<file path="config.mk">
export PLATFORM = sky130hd
export DESIGN_NAME = als_ram
export DESIGN_NICKNAME = d
export VERILOG_FILES = /design/src/hdl/als_ram.sv
export SDC_FILE = /design/constraint.sdc
export NUM_CORES = 2
export LEC_CHECK = 0
export BUFFER_PORTS_ARGS = -buffer_cell sky130_fd_sc_hd__buf_2
export CELL_PAD_IN_SITES_DETAIL_PLACEMENT = 0
export CELL_PAD_IN_SITES_GLOBAL_PLACEMENT = 1
export CORE_MARGIN = 2
export CORE_UTILIZATION = 51
export DETAILED_ROUTE_END_ITERATION = 8
export PLACE_DENSITY = 0.8
export SLEW_MARGIN = 20
export SYNTH_ARGS = -nofsm -noshare
export SYNTH_HDL_FRONTEND = slang
export SYNTH_SLANG_ARGS = --single-unit
</file>
<file path="constraint.sdc">
create_clock -name aclk -period 3.4 [get_ports aclk]
set_input_delay 0 -clock aclk [delete_from_list [all_inputs] [get_ports aclk]]
set_output_delay 0 -clock aclk [all_outputs]
set_load 0.05 [all_outputs]
</file>
<file path="src/hdl/als_ram.sv">
// ----------------------------------------------------------------------------
// als_ram
// Generic single write port, single read port RAM with registered read data.
// ----------------------------------------------------------------------------
module als_ram #(
    parameter int WIDTH = 32,
    parameter int DEPTH = 64
) (
    input  logic                     aclk,
    input  logic                     we,
    input  logic [$clog2(DEPTH)-1:0] waddr,
    input  logic [WIDTH-1:0]         wdata,
    input  logic [$clog2(DEPTH)-1:0] raddr,
    output logic [WIDTH-1:0]         rdata
);

    logic [WIDTH-1:0] mem [DEPTH];
    logic [WIDTH-1:0] rdata_reg;

    always_ff @(posedge aclk) begin
        if (we) begin
            mem[waddr] <= wdata;
        end
        rdata_reg <= mem[raddr];
    end

    assign rdata = rdata_reg;

endmodule

</file>
==> reports/results.ini <==
[logic_synthesis]
synth-simple-area-share_pct=1.265
netlist.area_leader.share_pct=78.33
synth-main-ff-cell=edfxtp_1
synthCells=3324
synthMuxAreaShare_pct=16.79
synth-edff-count=2048
syn_area_um2=78520
syn_nets=3370
synth_common_cells=edfxtp_1 (2048), mux4_2 (544), nor2_1 (137), mux2i_1 (93), o22ai_1 (84)
yosysMostFrequentCell=edfxtp_1
synth_area_leaders=edfxtp_1 (78%), mux4_2 (16%), mux2i_1 (1.2%)
async_flop_share_pct=0
synthAdderAreaFrac_pct=0
synth.distinct_cells=34
avgSynthCellArea_um2=23.62
synth_seq_area_share_pct=79.14
synth_top_family_by_area=multiplexers
ys_ff_latch=2080
synth_xor_area_share_pct=0
netlist.top_cell.by_area=edfxtp_1
synth_compound_area_share_pct=1.673
synth_warnings=0

[floorplanning]
core_um2=152400
num_rows=143
die_x_um=396.4
initial_utilization_pct=51.51
top_level_ports=78
die_area_um2=157100
die_h_um=396.4

[route]
drt-vias-per-instance=6.509
antenna_left=0
num_vias=37990
drtPass1Iterations=7
wire_per_inst_um=33.58
first_iter_violations=5379
drt-total-wl_um=196000
drc=0

[global_routing]
antenna_found_initial=18
grt_overflow=0
grt_use_total_pct=25.18
grt_pass1_vias=37630
grt_pass1_wl_um=277900
grt_max_degree=65

[clocking]
ctsLongestPathBuffers=3
clkTransAtPathRegs_ns=0.06
numCtsBuffers=193
cts_max_level=4
worstSkewPairLatency_ns=0.82
clock_sinks=2080
cts_tree=built
cts_root_buffer=clkbuf_16

[worst_setup_path]
slowest_delay_ns=0.56
r2r_cells=4
r2r-end=rdata[31]
crit_fanout=40
end_kind=register
cp_cell_sequence=dlygate4sd3_1 > buf_8 > buf_12 > buf_4 > mux4_2 > mux4_2 > o22ai_1 > nor2_1
r2r_slack_ns=1.22
path_common_cell=mux4_2
startpoint=raddr[1]
required_ns=4.08
crit_type=in2reg
timing.rr.start=mem[59][31]
crit_end=rdata[31]
cp.arrival_ns=3.26
crit_path_start_kind=input port
slowest_stage=dlygate4sd3_1

[place]
gp_congestion=0.7868
dpl_cell_area_um2=82890
io_buffers=77
preCtsSetupSlack_ns=0.4092
placed_cells=5425
dpl.hpwl_um=106700

[hold_path]
min_path_type=in2reg

[outcome]
status=finished, final reports clean

[sta]
final_hold_viol_count=0
fmax_mhz=388.6
fin_crit_sh_pct=75.69
setup_ws_ns=0.8264
slew_violations=0
slew_headroom_pct=25.42
rsz0062_at_grt=false
period_minus_slack_ns=2.574
skew_ns=0.02797
finalSetupTns_ns=0
worstMarginPinSlew_ns=1.119
setup_viol=0

[final_layout]
finalCoreUtilization_pct=58.90
design_area_um2=89790
drive_gt1_share_pct=30.42
largest_reg_flops=2048
nets=3681
fillers=10480
stdcell_count=5837
area_growth_pct=14.36

[power]
ir_worst_vdd_mv=0.4951
power_switching_uw=11070
netSwitchingFraction_pct=20.94
power_frac_seq_pct=54.0
clock_power_share_pct=40.8
power_density_nw_per_um2=589.0
comb_power_share_pct=5.3
p_leak_uw=0.02805
p_int_uw=41810

[run]
max-cap-violations=0

-- worst max-delay path: cells and delay by family --
family / cells / cell delay (ns)
AO/OA/AOI/OAI: 1 / 0.52
AND/OR/NAND/NOR: 1 / 0.11
buffers and inverters: 4 / 1.62
multiplexers: 2 / 0.89
-- layout by cell type, fill, tap and decap left out, types with 5 or more instances in the layout --
cell type | netlist | layout
a21oi_1 | 62 | 62
a22oi_1 | 12 | 12
a311oi_1 | 8 | 8
buf_12 | 0 | 44
buf_2 | 57 | 51
buf_4 | 25 | 159
bufinv_16 | 0 | 16
clkbuf_1 | 74 | 46
clkbuf_16 | 0 | 199
clkbuf_8 | 0 | 21
clkinv_1 | 0 | 28
clkinv_2 | 0 | 36
clkinvlp_4 | 0 | 5
dfxtp_1 | 32 | 32
diode_2 | 0 | 7
dlygate4sd3_1 | 0 | 41
edfxtp_1 | 2048 | 2048
mux2i_1 | 93 | 93
mux4_2 | 544 | 544
nand2_1 | 26 | 26
nand2b_1 | 8 | 7
nand3_1 | 5 | 5
nand3b_1 | 5 | 5
nor2_1 | 137 | 75
nor2_4 | 0 | 62
nor2b_1 | 15 | 15
nor3_1 | 7 | 5
o221ai_1 | 27 | 27
o22ai_1 | 84 | 84
-- worst min path at each step --
stage              start        end  cells past startpoint
6_report        raddr[2]  rdata[28]                      6
4_1_cts         wdata[2]  mem[0][2]                      1
3_3_place_gp   rdata[19]  rdata[19]                      1
2_1_floorplan   wdata[0]  mem[0][0]                      0
3_5_place_dp   rdata[19]  rdata[19]                      1
5_1_grt         raddr[5]  rdata[18]                      4
-- final cells by class --
| class | count | area [um2] | share of cell area, % |
|---|---|---|---|
| flip-flops and latches | 2080 | 62140 | 69.21 |
| multi-input cells | 1062 | 15970 | 17.78 |
| clock buffers | 266 | 5441 | 6.060 |
| repair buffers | 298 | 2785 | 3.102 |
| well taps | 2030 | 2540 | 2.829 |
| clock inverters | 94 | 897.1 | 0.9991 |
| diodes | 7 | 17.52 | 0.01951 |
-- per-layer routing --
metal | share of wire, % | track usage, %
met1 | 39 | 36.47
met2 | 47 | 38.80
met3 | 11 | 5.257
met4 | 3.3 | 8.256
met5 | 0.026 | 0
-- power groups by stage --
stage          sequential (uW)  combinational, uW  clock [uW]
6_report                 28500               2780       21600
5_1_grt                  28500               2930       22800
4_1_cts                  28500               2780       21800
3_5_place_dp             29100               2720           0
3_3_place_gp             29100               2670           0
2_1_floorplan            29200               1380           0
-- repair_timing --
action / in CTS / in global routing
setup buffers: 0 / 0
hold buffers: 40 / 1
gates resized for setup: 0 / 0
endpoints found under the hold margin: 1706 / 64
-- metrics by stage --
step                total power [uW]  hold WS (ns)
CTS                            53120       0.01665
global placement               31750        0.4731
finish                         52880        0.1118
detailed placement             31810        0.4693
global route                   54230        0.1322
floorplan                      30560       0.09887
-- cell families (layout without fill, tap and decap cells) --
group,count (synthesis),count (layout)
DFF,2080,2080
AOI/OAI and AO/OA,202,202
and+or+nand+nor,223,223
other,0,7
muxes,637,637
buffers and inverters,182,658
No activity file was read; power rests on OpenSTA's default activity.
