==> config.mk <==
export PLATFORM = sky130hd
export DESIGN_NAME = als_mul
export DESIGN_NICKNAME = d
export VERILOG_FILES = /design/src/hdl/als_pkg.sv /design/src/hdl/als_mul.sv
export SDC_FILE = /design/constraint.sdc
export NUM_CORES = 2
export LEC_CHECK = 0
export ABC_AREA = 1
export BUFFER_PORTS_ARGS = -buffer_cell sky130_fd_sc_hd__buf_2
export CORE_MARGIN = 4
export CORE_UTILIZATION = 40
export DETAILED_ROUTE_END_ITERATION = 12
export GPL_TIMING_DRIVEN = 0
export HOLD_SLACK_MARGIN = 0.1
export SETUP_SLACK_MARGIN = 0.5
export SLEW_MARGIN = 0
export SYNTH_ARGS = -nofsm -noshare
export SYNTH_HDL_FRONTEND = slang
export SYNTH_SLANG_ARGS = --single-unit
==> constraint.sdc <==
create_clock -name aclk -period 8.1 [get_ports aclk]
set_clock_uncertainty 0.1 [all_clocks]
set_input_delay 0.405 -clock aclk [delete_from_list [all_inputs] [get_ports aclk]]
set_output_delay 0.405 -clock aclk [all_outputs]
set_load 0.01 [all_outputs]
==> src/hdl/als_pkg.sv <==
// ----------------------------------------------------------------------------
// als_pkg
// Shared sizes, codes and helper functions of the arc length spline evaluator.
// ----------------------------------------------------------------------------
package als_pkg;

    localparam int MAX_SEGMENTS = 64;
    localparam int SEG_AW       = $clog2(MAX_SEGMENTS + 1);
    localparam int KW           = $clog2(MAX_SEGMENTS);
    localparam int COEF_DEPTH   = 4 * MAX_SEGMENTS;
    localparam int COEF_AW      = $clog2(COEF_DEPTH);
    localparam int MUL_W        = 33;
    localparam int CORDIC_STEPS = 17;

    localparam logic CMD_WRITE = 1'b0;
    localparam logic CMD_QUERY = 1'b1;

    localparam logic [3:0] WSEL_START = 4'd0;
    localparam logic [3:0] WSEL_X_C0  = 4'd1;
    localparam logic [3:0] WSEL_X_C3  = 4'd4;
    localparam logic [3:0] WSEL_Y_C0  = 4'd5;
    localparam logic [3:0] WSEL_Y_C3  = 4'd8;

    localparam logic signed [17:0] HALF_PI_Q16 = 18'sd102944;
    localparam logic [30:0]        CURV_SAT    = 31'h7FFF_FFFF;

    // round(atan(2^-i) * 2^16)
    function automatic logic [16:0] cordic_angle(input logic [4:0] i);
        logic [16:0] a;
        case (i)
            5'd0:    a = 17'd51472;
            5'd1:    a = 17'd30385;
            5'd2:    a = 17'd16055;
            5'd3:    a = 17'd8150;
            5'd4:    a = 17'd4091;
            5'd5:    a = 17'd2047;
            5'd6:    a = 17'd1024;
            5'd7:    a = 17'd512;
            5'd8:    a = 17'd256;
            5'd9:    a = 17'd128;
            5'd10:   a = 17'd64;
            5'd11:   a = 17'd32;
            5'd12:   a = 17'd16;
            5'd13:   a = 17'd8;
            5'd14:   a = 17'd4;
            5'd15:   a = 17'd2;
            5'd16:   a = 17'd1;
            default: a = 17'd0;
        endcase
        return a;
    endfunction

    // clamp a wide signed value into Q16.16 range
    function automatic logic signed [31:0] sat32(input logic signed [51:0] v);
        logic signed [31:0] r;
        if (v > 52'sd2147483647) begin
            r = 32'sh7FFF_FFFF;
        end else if (v < -52'sd2147483648) begin
            r = 32'sh8000_0000;
        end else begin
            r = v[31:0];
        end
        return r;
    endfunction

endpackage

==> src/hdl/als_mul.sv <==
// ----------------------------------------------------------------------------
// als_mul
// Shared signed multiplier, one registered product per cycle.
// ----------------------------------------------------------------------------
module als_mul
    import als_pkg::*;
(
    input  logic                    aclk,
    input  logic signed [MUL_W-1:0] op_a,
    input  logic signed [MUL_W-1:0] op_b,
    output logic [63:0]             prod
);

    logic signed [2*MUL_W-1:0] full;
    logic [63:0]               prod_reg;

    assign full = op_a * op_b;

    always_ff @(posedge aclk) begin
        prod_reg <= full[63:0];
    end

    assign prod = prod_reg;

endmodule

==> key figures <==
Logic synthesis
  – Most frequent cells after synthesis: inv_1 (1799), nand2_1 (1431), fa_1 (1125)
  – Largest cells by area after synthesis: fa_1 (54%), inv_1 (16%), nand2_1 (13%), ha_1 (6.3%), dfxtp_1 (3.0%)
  – Average cell area after synthesis: 7.86 um^2
  – Synth top area share: 0.536
  – Syn Nets: 6753
  – EDFF count, synth: 0
  – Top-count cell post-synth: inv_1
  – Synth Instances: 5349
  – Synth Cell Area: 42000 um^2
  – FFs w/ async S/R, synth: 0
  – Register area share after synthesis: 0.0305
  – FF+latch count, synth: 64
  – Yosys warning count: 0
  – Cell taking the most area after synthesis: fa_1
  – Ys flop type: dfxtp_1
  – Netlist cell types: 32

Critical path
  – CP dominant cell by count: fa_1
  – CP max FO: 10
  – Buf+Inv Stages, Crit Path: 8
  – Setup crit start kind: input pin
  – Worst Path Arrival: 7.73 ns
  – Critical-path top delay cell: fa_2
  – Crit path capture type: flip-flop
  – Type of the worst setup path: input pin to flip-flop
  – Worst Path Required: 8.25 ns
  – CP Depth: 25
  – Max stage delay on crit path: 0.64 ns
  – Setup crit end: prod[46]$_DFF_P_
  – CP startpoint: op_b[32]
  – CP delay by family, top: adder cells

Clock network
  – # hold bufs at CTS: 0
  – CTS Buffer Depth: 2
  – Root Driver: clkbuf_16
  – CTS tree: built
  – CTS H-tree depth: 3
  – Register clock-pin slew on the reported worst setup and hold paths: 0.06 ns
  – Total CTS buffers: 9
  – Clk sink count: 64

Outcome
  – Run status: finished, final reports clean

GRT
  – First-pass GRT wire length: 259000 um
  – Antenna violations before repair: 20
  – All-layer global routing usage: 0.329
  – Largest net degree at the start of global routing: 26
  – Vias in the first global route: 37000
  – Gr ovfl total: 0

Cells and area
  – Share of layout cells above drive strength 1: 0.0886
  – Fin nets: 6841
  – Area Growth Syn to Fin: 8.72%
  – Largest register FFs: 64

STA
  – Setup violations, final: 0
  – Worst-Margin Slew: 0.886 ns
  – Slew headroom: 0.410
  – Final Max Slew Viols: 0
  – WHS: 0.470 ns
  – Fin. Hold Viols: 0
  – Crit share post-route: 0.935
  – Fmax: 132 MHz
  – Final Critical Period: 7.57 ns
  – RSZ-0062 raised after global routing: yes

Detailed routing
  – 1st-pass router iterations: 5
  – Final wirelength: 179000 um
  – Via Count: 35000
  – DRT antenna net count: 0
  – DR WL/cell: 26.2 um
  – Drt drc: 0
  – 1st-iter DRT viols: 3171
  – Vias/cell: 5.12

Place
  – PortBufs: 65
  – Gp weighted congestion: 1.12
  – Dpl hpwl: 152000 um

Floorplan
  – Die area: 110000 um^2
  – Core area: 104000 um^2
  – Die H: 332 um
  – Row cnt: 118
  – Die width: 332 um
  – Initial Util: 0.404
  – # IOs: 131

Worst hold path
  – HP Class: input pin to flip-flop

Flow run
  – Number of max-cap violations: 0
==> metrics by stage <==
stage | setup TNS [ns] | setup slack [ns] | std cells | utilization | instance area (um^2)
6_report | 0 | 0.527 | 6836 | 0.440 | 45700
4_1_cts | 0 | 0.498 | 6821 | 0.436 | 45300
3_3_place_gp | -52.46 | -2.34 | 6794 | 0.424 | 44100
5_1_grt | 0 | 0.461 | 6825 | 0.439 | 45700
3_5_place_dp | -53.17 | -2.34 | 6794 | 0.424 | 44100
2_1_floorplan | 0 | 0.633 | 5349 | - | 42000
==> how the worst min path moves through the flow <==
stage,from,to,cells after the start
floorplan,op_a[0],prod[0]$_DFF_P_,3
global placement,prod[0]$_DFF_P_,prod[0],1
detailed placement,prod[22]$_DFF_P_,prod[22],1
CTS,op_a[0],prod[0]$_DFF_P_,3
global route,op_a[0],prod[0]$_DFF_P_,3
finish,op_a[0],prod[0]$_DFF_P_,3
==> cell families after synthesis <==
family	count (synthesis)	share of synthesized area
AND/OR/NAND/NOR	1706	0.160
buffers and inverters	2063	0.184
XOR/XNOR	36	0.00750
flip-flops	64	0.0305
adder cells (fa/ha/maj)	1337	0.599
AO/OA/AOI/OAI	143	0.0186
==> per-layer routing <==
layer | vias up | wire (um) | global-route usage | part of all wire
met4 | 12 | 14700 | 0.206 | 0.082
met2 | 1936 | 76800 | 0.493 | 0.43
met1 | 17800 | 67000 | 0.415 | 0.37
li1 | 14700 | - | - | -
met5 | - | 80 | 0 | 0.00045
met3 | 499 | 20700 | 0.101 | 0.12
==> cell usage in the layout (no fill, tap or decap), drive strengths merged <==
cell type	netlist	routed
inv	1799	1796
nand2	1446	1446
fa	1125	1125
clkbuf	261	220
ha	212	212
nor2	148	148
buf	2	133
a21oi	76	76
nand3	72	72
dfxtp	64	64
o21ai	43	43
xor2	31	31
nand4	20	20
o21bai	18	18
diode	0	14
nor3	10	10
or2	6	6
a21o	5	5
xnor2	5	5
clkinvlp	0	3
clkinv	1	3
nand3b	2	2
and3	1	1
nor4	1	1
o21a	1	1
bufinv	0	1
==> timing repair <==
| action | 4_1_cts | 5_1_grt |
|---|---|---|
| gates cloned | 1 | 0 |
| resized for setup | 379 | 244 |
| buffers inserted | 10 | 1 |
| pin swaps | 5 | 4 |
| setup endpoints to repair | 45 | 36 |
==> layout make-up <==
cell class,count,area [um^2]
Inverter,1800,6770
Clock inverter,3,40.0
Antenna cell,14,35.0
Buffer,263,1730
Timing Repair Buffer,77,415
Clock buffer,13,260
Multi-Input combinational cell,3222,33500
Fill cell,10800,58200
Tap cell,1380,1730
Sequential cell,64,1280
Power is not shown: default switching activity piles up to over one toggle a cycle in this logic, so the estimate is an artifact.
