## config.mk

```make
export PLATFORM = sky130hd
export DESIGN_NAME = als_div
export DESIGN_NICKNAME = d
export VERILOG_FILES = /design/src/hdl/als_pkg.sv /design/src/hdl/als_div.sv
export SDC_FILE = /design/constraint.sdc
export NUM_CORES = 1
export LEC_CHECK = 0
export BUFFER_PORTS_ARGS = -buffer_cell sky130_fd_sc_hd__clkbuf_2
export CORE_UTILIZATION = 60
export DETAILED_ROUTE_END_ITERATION = 16
export PLACE_DENSITY = 0.83
export SLEW_MARGIN = 25
export SYNTH_ARGS = -nofsm -noshare
export SYNTH_HDL_FRONTEND = slang
export SYNTH_SLANG_ARGS = --single-unit
```

## constraint.sdc

```tcl
create_clock -name aclk -period 6.83 [get_ports aclk]
set_clock_uncertainty 0.05 [all_clocks]
set_input_delay 1.0245 -clock aclk [delete_from_list [all_inputs] [get_ports aclk]]
set_output_delay 1.0245 -clock aclk [all_outputs]
set_load 0.03 [all_outputs]
```

## src/hdl/als_pkg.sv

```systemverilog
// ----------------------------------------------------------------------------
// als_pkg
// Shared sizes, codes and helper functions of the arc length spline evaluator.
// ----------------------------------------------------------------------------
package als_pkg;

    localparam int MAX_SEGMENTS = 64;
    localparam int SEG_AW       = $clog2(MAX_SEGMENTS + 1);
    localparam int KW           = $clog2(MAX_SEGMENTS);
    localparam int COEF_DEPTH   = 4 * MAX_SEGMENTS;
    localparam int COEF_AW      = $clog2(COEF_DEPTH);
    localparam int MUL_W        = 33;
    localparam int CORDIC_STEPS = 17;

    localparam logic CMD_WRITE = 1'b0;
    localparam logic CMD_QUERY = 1'b1;

    localparam logic [3:0] WSEL_START = 4'd0;
    localparam logic [3:0] WSEL_X_C0  = 4'd1;
    localparam logic [3:0] WSEL_X_C3  = 4'd4;
    localparam logic [3:0] WSEL_Y_C0  = 4'd5;
    localparam logic [3:0] WSEL_Y_C3  = 4'd8;

    localparam logic signed [17:0] HALF_PI_Q16 = 18'sd102944;
    localparam logic [30:0]        CURV_SAT    = 31'h7FFF_FFFF;

    // round(atan(2^-i) * 2^16)
    function automatic logic [16:0] cordic_angle(input logic [4:0] i);
        logic [16:0] a;
        case (i)
            5'd0:    a = 17'd51472;
            5'd1:    a = 17'd30385;
            5'd2:    a = 17'd16055;
            5'd3:    a = 17'd8150;
            5'd4:    a = 17'd4091;
            5'd5:    a = 17'd2047;
            5'd6:    a = 17'd1024;
            5'd7:    a = 17'd512;
            5'd8:    a = 17'd256;
            5'd9:    a = 17'd128;
            5'd10:   a = 17'd64;
            5'd11:   a = 17'd32;
            5'd12:   a = 17'd16;
            5'd13:   a = 17'd8;
            5'd14:   a = 17'd4;
            5'd15:   a = 17'd2;
            5'd16:   a = 17'd1;
            default: a = 17'd0;
        endcase
        return a;
    endfunction

    // clamp a wide signed value into Q16.16 range
    function automatic logic signed [31:0] sat32(input logic signed [51:0] v);
        logic signed [31:0] r;
        if (v > 52'sd2147483647) begin
            r = 32'sh7FFF_FFFF;
        end else if (v < -52'sd2147483648) begin
            r = 32'sh8000_0000;
        end else begin
            r = v[31:0];
        end
        return r;
    endfunction

endpackage

```

## src/hdl/als_div.sv

```systemverilog
// ----------------------------------------------------------------------------
// als_div
// Restoring divider, one quotient bit a cycle, quotient saturated to 31 bits.
// ----------------------------------------------------------------------------
module als_div
    import als_pkg::*;
(
    input  logic        aclk,
    input  logic        aresetn,
    input  logic        start,
    input  logic [95:0] num,
    input  logic [95:0] den,
    output logic        busy,
    output logic [30:0] quot
);

    logic         busy_reg, busy_next;
    logic [95:0]  rem_reg, rem_next;
    logic [125:0] dsh_reg, dsh_next;
    logic [30:0]  q_reg, q_next;
    logic [4:0]   cnt_reg, cnt_next;
    logic         fits;

    assign fits = dsh_reg <= {30'd0, rem_reg};

    always_comb begin
        busy_next = busy_reg;
        rem_next  = rem_reg;
        dsh_next  = dsh_reg;
        q_next    = q_reg;
        cnt_next  = cnt_reg;
        if (start) begin
            busy_next = 1'b1;
            rem_next  = num;
            dsh_next  = {den, 30'd0};
            q_next    = '0;
            cnt_next  = 5'd30;
        end else if (busy_reg) begin
            if (fits) begin
                rem_next = rem_reg - dsh_reg[95:0];
            end
            q_next   = {q_reg[29:0], fits};
            dsh_next = dsh_reg >> 1;
            if (cnt_reg == 5'd0) begin
                busy_next = 1'b0;
            end else begin
                cnt_next = cnt_reg - 5'd1;
            end
        end
    end

    always_ff @(posedge aclk) begin
        if (!aresetn) begin
            busy_reg <= 1'b0;
        end else begin
            busy_reg <= busy_next;
        end
    end

    always_ff @(posedge aclk) begin
        rem_reg <= rem_next;
        dsh_reg <= dsh_next;
        q_reg   <= q_next;
        cnt_reg <= cnt_next;
    end

    assign busy = busy_reg;
    assign quot = q_reg;

endmodule

```

==> impl_metrics.json <==
{
  "status": "complete, no violations",
  "ctsLongestPathBuffers": 3,
  "fin_crit_ns": 4.46,
  "whs_ns": 0.419,
  "dieArea_um2": 32800,
  "slew_headroom_pct": 32.5,
  "ios": 227,
  "max_freq_ghz": 0.224,
  "ys_types": 82,
  "syn2layout_area_growth_pct": 11.4,
  "clkSinkCount": 259,
  "die_y_um": 181,
  "cts_root_buf": "clkbuf_16",
  "avgSynthCellArea_um2": 8.62,
  "synth_seq_area_share_pct": 36.9,
  "dp_hpwl_mm": 39.5,
  "setup_violations": 0,
  "synth-edff-count": 192,
  "fin_crit_sh_pct": 65.2,
  "drt_pass1_iterations": 6,
  "place_congestion": 0.951,
  "setup_tns_ns": 0,
  "largest_reg_flops": 126,
  "cp-start-kind": "flip-flop",
  "rsz0062_at_grt": "false",
  "multi_input_area_um2": 10800,
  "gr-total-overflow": 0,
  "postCtsHoldBufs": 0,
  "rows": 65,
  "syn_nets": 2623,
  "end_kind": "flip-flop",
  "vdd_ir_drop_max_mv": 0.227,
  "setup_ws_ns": 2.37,
  "synth_cells": 2235,
  "fillers": 2545,
  "regToRegStartpoint": "dsh_reg[67]$_DFFE_PP_",
  "num_antenna_cells": 0,
  "synthTopCellsByArea": "edfxtp_1 (30%), ha_1 (12%), dfxtp_1 (7.0%), nand2_1 (5.6%), o21ai_0 (4.7%)",
  "htreeDepth": 1,
  "port_buffers": 226,
  "place_area_um2": 20400,
  "grt_pass1_wl_mm": 84.5,
  "critPathKind": "reg -> reg",
  "cts_tree": "built",
  "grt_max_degree": 136,
  "synth_top_area_cell": "edfxtp_1",
  "maxCapViolCount": 0,
  "drive_above_1_share_pct": 13.5,
  "wirelength_mm": 52.9,
  "instances_no_fill": 2785,
  "cp.arrival_ns": 4.62,
  "start_util_pct": 61.1,
  "cts.repair.resized": 0,
  "drv_slew": 0,
  "final_nets": 2748,
  "dr.first_iter.drc_count": 1527,
  "drt.antenna.violating_nets": 0,
  "core_um2": 31600,
  "grt_pass1_vias": 16388,
  "drc": 0,
  "hold_path.class": "reg -> reg",
  "post_drt_wl_per_cell_um": 19.0,
  "crit_start": "dsh_reg[67]$_DFFE_PP_",
  "netlist_area_um2": 19300,
  "die_w_um": 181,
  "ys_ff_latch": 259,
  "power-per-cell-area_nw_per_um2": 262,
  "grt_util_all_layers_pct": 31.7,
  "synth_top_area_share_pct": 29.9,
  "synthArstFlopShare_pct": 0,
  "max_slew.worst_pin.slew_ns": 1.01,
  "cts_buffers": 29,
  "regArea_um2": 7110,
  "yosysWarningCount": 0,
  "insertion_delay_ns": 0.58,
  "synth-main-ff-cell": "edfxtp_1",
  "viasPerCell": 6.03,
  "num_vias": 16801,
  "required_ns": 7.00,
  "cp_max_fo": 65,
  "hp-start": "cnt_reg[4]$_SDFFE_PP1P_",
  "dp.cells": 2731,
  "p_leak_nw": 9.76,
  "cts_setup_buffers": 0,
  "final_area_um2": 21500,
  "dp_worst_setup_slack_ns": 2.37,
  "cts.clk_slew.worst_paths_ns": 0.07,
  "finalHoldViolations": 0,
  "antenna_found_initial": 0
}
-- power breakdown --
part / internal (mW) / switching, mW
Clock: 0.983 / 0.686
Sequential: 1.90 / 0.105
Combinational: 0.740 / 1.23
Total: 3.62 / 2.02
-- cells in the final DEF (no fill, tap or decap), types with 52 or more instances in the layout --
master,Yosys,final
nand2_1,285,284
clkbuf_2,0,225
inv_1,222,222
ha_1,192,192
edfxtp_1,192,192
o21ai_0,182,182
a21oi_1,163,163
nor2_1,149,149
a21o_1,91,91
dfxtp_1,67,66
mux2i_1,60,60
nand4_1,58,58
a22o_1,52,52
xnor2_1,52,52
-- synth_stat cells (all sizes together), types with 19 or more instances --
master	instances
a21o	92
a21oi	168
a22o	52
buf	25
clkbuf	115
dfxtp	67
edfxtp	192
ha	192
inv	223
mux2i	60
nand2	285
nand3	19
nand4	59
nor2	150
nor3	20
o21ai	218
o21bai	28
xnor2	52
xor2	34
-- final cells by class --
cell class,count,share of cell area [%]
clock buffer,44,4.49
timing repair buffer,234,5.59
clock inverter,10,0.367
multi-input combinational,1613,50.2
inverter,223,3.90
sequential,259,33.1
tap,402,2.34
-- final timing paths --
| path | end | slack, ns | cells past startpoint |
|---|---|---|---|
| worst min register to register | cnt_reg[4]$_SDFFE_PP1P_ | 0.42 | 2 |
| worst max register to register | rem_reg[18]$_DFFE_PP_ | 2.37 | 13 |
| worst max-delay path | rem_reg[18]$_DFFE_PP_ | 2.37 | 13 |
| worst min-delay path | cnt_reg[4]$_SDFFE_PP1P_ | 0.42 | 2 |
-- critical path, stage by stage, from the launching register on --
cell      delay [ns]
edfxtp_1        0.42
ha_1            0.43
a21o_1          0.22
a21o_1          0.17
a21oi_1         0.14
o21ai_0         0.10
a221oi_1        0.32
o21ai_0         0.17
a21oi_1         0.17
o21a_1          0.17
o2111a_1        0.21
o21ai_0         0.15
nand2_4         0.79
buf_4           0.55
-- metrics by stage --
step	total power [mW]	util [%]
final	5.63	68.1
after global routing	5.91	68.1
after CTS	5.61	68.1
after detailed placement	3.93	64.8
after global placement	3.89	64.8
after floorplan	3.42	-
-- per-layer routing --
layer | routed length [µm] | up-vias | GRT usage, %
met5 | 0 | - | 0
met4 | 1640 | 0 | 10.6
met3 | 4200 | 111 | 6.29
met2 | 24100 | 668 | 51.5
met1 | 22900 | 7935 | 42.4
li1 | - | 8087 | -
-- kinds of logic (layout without fill, tap and decap cells) --
logic type,Yosys count,after routing,share of synthesized area [%]
compound gates,660,660,21.8
xor+xnor,86,86,3.91
fa+ha+maj,193,193,12.6
buf+inv,363,511,7.26
flops,259,259,36.9
mux,63,63,3.29
simple gates,611,611,14.3
Note: power is estimated with default switching activity, not from simulation.
