## config.mk

```make
export PLATFORM = sky130hd
export DESIGN_NAME = als_sqrt
export DESIGN_NICKNAME = d
export VERILOG_FILES = /design/src/hdl/als_pkg.sv /design/src/hdl/als_sqrt.sv
export SDC_FILE = /design/constraint.sdc
export NUM_CORES = 1
export LEC_CHECK = 0
export ABC_AREA = 0
export BUFFER_PORTS_ARGS = -buffer_cell sky130_fd_sc_hd__buf_4
export CAP_MARGIN = 20
export CELL_PAD_IN_SITES_DETAIL_PLACEMENT = 2
export CELL_PAD_IN_SITES_GLOBAL_PLACEMENT = 2
export CORE_MARGIN = 2
export CORE_UTILIZATION = 37
export CTS_CLUSTER_SIZE = 20
export DETAILED_ROUTE_END_ITERATION = 10
export PLACE_DENSITY = 0.87
export SETUP_SLACK_MARGIN = 0.3
export SLEW_MARGIN = 20
export SYNTH_ARGS = -nofsm -noshare
export SYNTH_HDL_FRONTEND = slang
export SYNTH_SLANG_ARGS = --single-unit
```

## constraint.sdc

```tcl
create_clock -name aclk -period 13.11 [get_ports aclk]
set_input_delay 2.622 -clock aclk [delete_from_list [all_inputs] [get_ports aclk]]
set_output_delay 2.622 -clock aclk [all_outputs]
set_load 0.01 [all_outputs]
```

## src/hdl/als_pkg.sv

```systemverilog
// ----------------------------------------------------------------------------
// als_pkg
// Shared sizes, codes and helper functions of the arc length spline evaluator.
// ----------------------------------------------------------------------------
package als_pkg;

    localparam int MAX_SEGMENTS = 64;
    localparam int SEG_AW       = $clog2(MAX_SEGMENTS + 1);
    localparam int KW           = $clog2(MAX_SEGMENTS);
    localparam int COEF_DEPTH   = 4 * MAX_SEGMENTS;
    localparam int COEF_AW      = $clog2(COEF_DEPTH);
    localparam int MUL_W        = 33;
    localparam int CORDIC_STEPS = 17;

    localparam logic CMD_WRITE = 1'b0;
    localparam logic CMD_QUERY = 1'b1;

    localparam logic [3:0] WSEL_START = 4'd0;
    localparam logic [3:0] WSEL_X_C0  = 4'd1;
    localparam logic [3:0] WSEL_X_C3  = 4'd4;
    localparam logic [3:0] WSEL_Y_C0  = 4'd5;
    localparam logic [3:0] WSEL_Y_C3  = 4'd8;

    localparam logic signed [17:0] HALF_PI_Q16 = 18'sd102944;
    localparam logic [30:0]        CURV_SAT    = 31'h7FFF_FFFF;

    // round(atan(2^-i) * 2^16)
    function automatic logic [16:0] cordic_angle(input logic [4:0] i);
        logic [16:0] a;
        case (i)
            5'd0:    a = 17'd51472;
            5'd1:    a = 17'd30385;
            5'd2:    a = 17'd16055;
            5'd3:    a = 17'd8150;
            5'd4:    a = 17'd4091;
            5'd5:    a = 17'd2047;
            5'd6:    a = 17'd1024;
            5'd7:    a = 17'd512;
            5'd8:    a = 17'd256;
            5'd9:    a = 17'd128;
            5'd10:   a = 17'd64;
            5'd11:   a = 17'd32;
            5'd12:   a = 17'd16;
            5'd13:   a = 17'd8;
            5'd14:   a = 17'd4;
            5'd15:   a = 17'd2;
            5'd16:   a = 17'd1;
            default: a = 17'd0;
        endcase
        return a;
    endfunction

    // clamp a wide signed value into Q16.16 range
    function automatic logic signed [31:0] sat32(input logic signed [51:0] v);
        logic signed [31:0] r;
        if (v > 52'sd2147483647) begin
            r = 32'sh7FFF_FFFF;
        end else if (v < -52'sd2147483648) begin
            r = 32'sh8000_0000;
        end else begin
            r = v[31:0];
        end
        return r;
    endfunction

endpackage

```

## src/hdl/als_sqrt.sv

```systemverilog
// ----------------------------------------------------------------------------
// als_sqrt
// Bit-serial integer square root of a 64 bit value, two radicand bits a cycle.
// ----------------------------------------------------------------------------
module als_sqrt
    import als_pkg::*;
(
    input  logic        aclk,
    input  logic        aresetn,
    input  logic        start,
    input  logic [63:0] value,
    output logic        busy,
    output logic [31:0] root
);

    logic        busy_reg, busy_next;
    logic [63:0] rem_reg, rem_next;
    logic [63:0] root_reg, root_next;
    logic [63:0] bit_reg, bit_next;
    logic [63:0] trial;

    assign trial = root_reg + bit_reg;

    always_comb begin
        busy_next = busy_reg;
        rem_next  = rem_reg;
        root_next = root_reg;
        bit_next  = bit_reg;
        if (start) begin
            busy_next = 1'b1;
            rem_next  = value;
            root_next = '0;
            bit_next  = 64'd1 << 62;
        end else if (busy_reg) begin
            if (rem_reg >= trial) begin
                rem_next  = rem_reg - trial;
                root_next = (root_reg >> 1) + bit_reg;
            end else begin
                root_next = root_reg >> 1;
            end
            bit_next = bit_reg >> 2;
            if (bit_reg == 64'd1) begin
                busy_next = 1'b0;
            end
        end
    end

    always_ff @(posedge aclk) begin
        if (!aresetn) begin
            busy_reg <= 1'b0;
        end else begin
            busy_reg <= busy_next;
        end
    end

    always_ff @(posedge aclk) begin
        rem_reg  <= rem_next;
        root_reg <= root_next;
        bit_reg  <= bit_next;
    end

    assign busy = busy_reg;
    assign root = root_reg[31:0];

endmodule

```

==> summary.txt <==
Outcome
  • Status: completed

Die
  • Row count: 75
  • Die Area: 44,200 um2
  • I/O pin count: 100
  • Die height: 210 um
  • Die width: 210 um
  • Initial Util: 37.5%
  • Core area: 41,900 um2

Synth
  • Ys flop type: dfxtp_1
  • Avg Inst Size Synth: 7.74 um2
  • Sequential area share after synthesis: 24.6%
  • Syn nets: ~2,200
  • Synth Instances: just over 2,000
  • Top cells by count, synth: nand2_1 (219), nor2_1 (192), o21ai_0 (159)
  • Synth top area share: 12.3%
  • Cell Area, Synth: around 16,000 um2
  • Synth area leaders: dfxtp_1 (12%), edfxtp_1 (12%), ha_1 (10%)
  • Largest area contributor in the netlist: dfxtp_1
  • Top-count cell post-synth: nand2_1
  • EDFF count, synth: 64
  • Async SR Flop Fraction: 0%
  • Yosys warns: 0
  • Seq cells post-synth: 161
  • Unique masters post-synth: slightly above 80

Routing
  • Vias per cell: roughly 6.3
  • Met3 WL post-DR: 2830 um
  • Wire length on met2: 30,300 um
  • Routed WL per cell: 25.3 um
  • Met1 Wirelength: 29,800 um
  • DRC marker count from the first detailed-route iteration: 1,194
  • 1st-pass router iterations: 5
  • DR vias: 16,300
  • Max layer used: met5
  • DRC Markers: 0
  • DRT antenna net count: 0
  • Final WL: ~65,000 um

Final layout
  • Fin nets: between 2,000 and 2,500
  • Final Cell Area: 17,100 um2
  • FILL cells: between 4,000 and 5,000
  • Diode count: 0
  • Synth-to-layout area growth: 8.71%
  • FF/Latch Area: 3870 um2
  • Final core area utilization: 40.8%
  • Share of cells above drive strength 1: 8.94%
  • Multi-input gate area: 10,900 um2

Critical path
  • Slowest stage delay, CP: 0.96 ns
  • Worst flop-to-flop path endpoint: root_reg[63]$_SDFFE_PP0P_
  • Reg2reg path depth: 22
  • Most used cell, CP: ha_1
  • CP Data Required Time: 13.51 ns
  • CP Launch Type: flop
  • Critical path class: flop to flop
  • Max FO, Critical Path: 42
  • Crit end category: flop
  • Worst r2r src: bit_reg[0]$_SDFFE_PP0P_
  • Worst path cell trace: ha_1 -> ha_1 -> a211oi_1 -> nor4_1 -> o21ai_0 -> a2111oi_0 -> nor2_1 -> nor3_1 -> o21ai_0 -> a21boi_0 -> xnor2_1 -> ha_1 -> nand4_2 -> nor4_2 -> nand4b_1 -> nor4_2 -> o31ai_2 -> nand3_2 -> buf_4 -> nand3_1 -> a2111oi_0 -> o21bai_1
  • CP max stage cell: a2111oi_0
  • Critical path arrival: 7.86 ns
  • Reg2Reg Setup Slack: 5.64 ns

GRT
  • First-pass GRT wire length: approximately 100,000 um
  • Pin count of the biggest net entering global routing: about 100
  • GR Overflow Total: 0
  • Antenna violations before repair: 2
  • Total global routing track utilization: 29.2%
  • Vias in the first global route: ~17,000

Power and ir drop
  • Pwr Total: 3.05 mW
  • Leak: 6.51 nW
  • Power Dens Cells: ~180 nW/um2
  • Max VDD drop: 0.0999 mV

Timing
  • Fin crit share: 57.0%
  • Final Max Tran Viols: 0
  • RSZ-0062 raised after global routing: no
  • Final Hold Vio Count: 0
  • Min cycle time layout: 7.47 ns
  • Clock skew: 0.0168 ns
  • Final setup viols: 0
  • Final TNS setup: 0 ns
  • Worst slew margin: 28.8%
  • Max Fclk: between 100 and 150 MHz
  • Worst-Margin Slew: between 1 and 1.5 ns

Placement
  • HPWL Detailed: 48,900 um
  • Port Buffer Count: between 90 and 100
  • RePlAce Congestion: 0.919
  • DP Area: 16,500 um2

Hold path
  • Hold path cells: 2
  • Worst Hold Launch: root_reg[0]$_SDFFE_PP0P_
  • Min-Delay Path Class: flop to flop
  • Hold EP: root_reg[0]$_SDFFE_PP0P_

Clock tree
  • Worst skew pair latency: approximately 0.48 ns
  • Clock tree buffer depth: 2
  • CTS Buf Count: 17
  • CTS sink count: 161
  • TritonCTS clock tree: done
  • Clock transition at path regs: ~0.08 ns
  • Post-CTS Setup Bufs: 0
  • Resize count post-CTS: 0
  • H-tree depth: 4
  • CTS root buffer: clkbuf_16
  • Post-CTS Hold Fix Bufs: 0

Run
  • Max-Cap Viols: 0
[layer usage]
| metal | vias up | GRT usage, % |
|---|---|---|
| met5 | - | 0 |
| met3 | 122 | 3.75 |
| li1 | 7457 | - |
| met1 | 8177 | 39.4 |
| met2 | 503 | 47.9 |
| met4 | 2 | 10.8 |
[worst max-delay path: cells and delay by family (launching register included)]
kind,cells,cell delay [ns]
flip-flops,1,0.39
AND/OR/NAND/NOR,9,2.59
AO/OA/AOI/OAI,8,2.84
adder cells (fa/ha/maj),3,0.92
buffers and inverters,1,0.51
XOR/XNOR,1,0.11
[cell usage in the layout, fill, tap and decap left out, types with 49 or more instances in the layout]
| master | count |
|---|---|
| a31oi_1 | 68 |
| a21oi_1 | 133 |
| xor2_1 | 68 |
| nor2_1 | 192 |
| o21ai_0 | 158 |
| ha_1 | 130 |
| nand2_1 | 219 |
| xnor2_1 | 78 |
| nand4_1 | 57 |
| edfxtp_1 | 64 |
| mux2i_1 | 49 |
| inv_1 | 53 |
| buf_4 | 107 |
| dfxtp_1 | 96 |
[final cells by class]
class                      instances  area share [%]
inverter                          55            1.21
clock buffer                      17            2.49
tap                              539            3.94
sequential                       161            22.6
multi-input combinational       1668            64.0
clock inverter                    15           0.987
timing repair buffer             108            4.76
[per-stage QoR]
| step | worst slack, ns | hold WS, ns | cells |
|---|---|---|---|
| 6_report | 5.64 | 0.539 | 2563 |
| 2_1_floorplan | 3.53 | 0.479 | 2032 |
| 3_5_place_dp | 5.84 | 0.522 | 2531 |
| 3_3_place_gp | 6.19 | 0.498 | 2531 |
| 4_1_cts | 5.77 | 0.534 | 2563 |
| 5_1_grt | 5.22 | 0.572 | 2563 |
[worst max-delay path by stage]
stage	cells past startpoint	slack [ns]	to	startpoint
after floorplan	23	3.53	rem_reg[0]$_DFFE_PP_	root_reg[0]$_SDFFE_PP0P_
after global placement	20	6.19	rem_reg[41]$_DFFE_PP_	root_reg[6]$_SDFFE_PP0P_
after detailed placement	21	5.84	rem_reg[43]$_DFFE_PP_	bit_reg[0]$_SDFFE_PP0P_
after CTS	22	5.77	root_reg[63]$_SDFFE_PP0P_	bit_reg[0]$_SDFFE_PP0P_
after global routing	22	5.22	root_reg[63]$_SDFFE_PP0P_	bit_reg[0]$_SDFFE_PP0P_
final	22	5.64	root_reg[63]$_SDFFE_PP0P_	bit_reg[0]$_SDFFE_PP0P_
[kinds of logic after synthesis]
| logic type | share of synthesized area [%] |
|---|---|
| AOI/OAI and AO/OA | 27.6 |
| xor gates and xnor gates | 8.13 |
| adders and majority gates | 10.5 |
| buffers and inverters | 5.98 |
| DFF | 24.6 |
| muxes | 3.47 |
| and+or+nand+nor | 19.8 |
[power breakdown]
part | leakage (nW) | internal (mW) | switching, mW | total [mW]
Combinational | 4.77 | 0.609 | 1.12 | 1.73
Sequential | 1.44 | 0.665 | 0.105 | 0.770
Clock | 0.299 | 0.287 | 0.261 | 0.548
Total | 6.51 | 1.56 | 1.49 | 3.05
No activity file was read; power rests on OpenSTA's default activity.
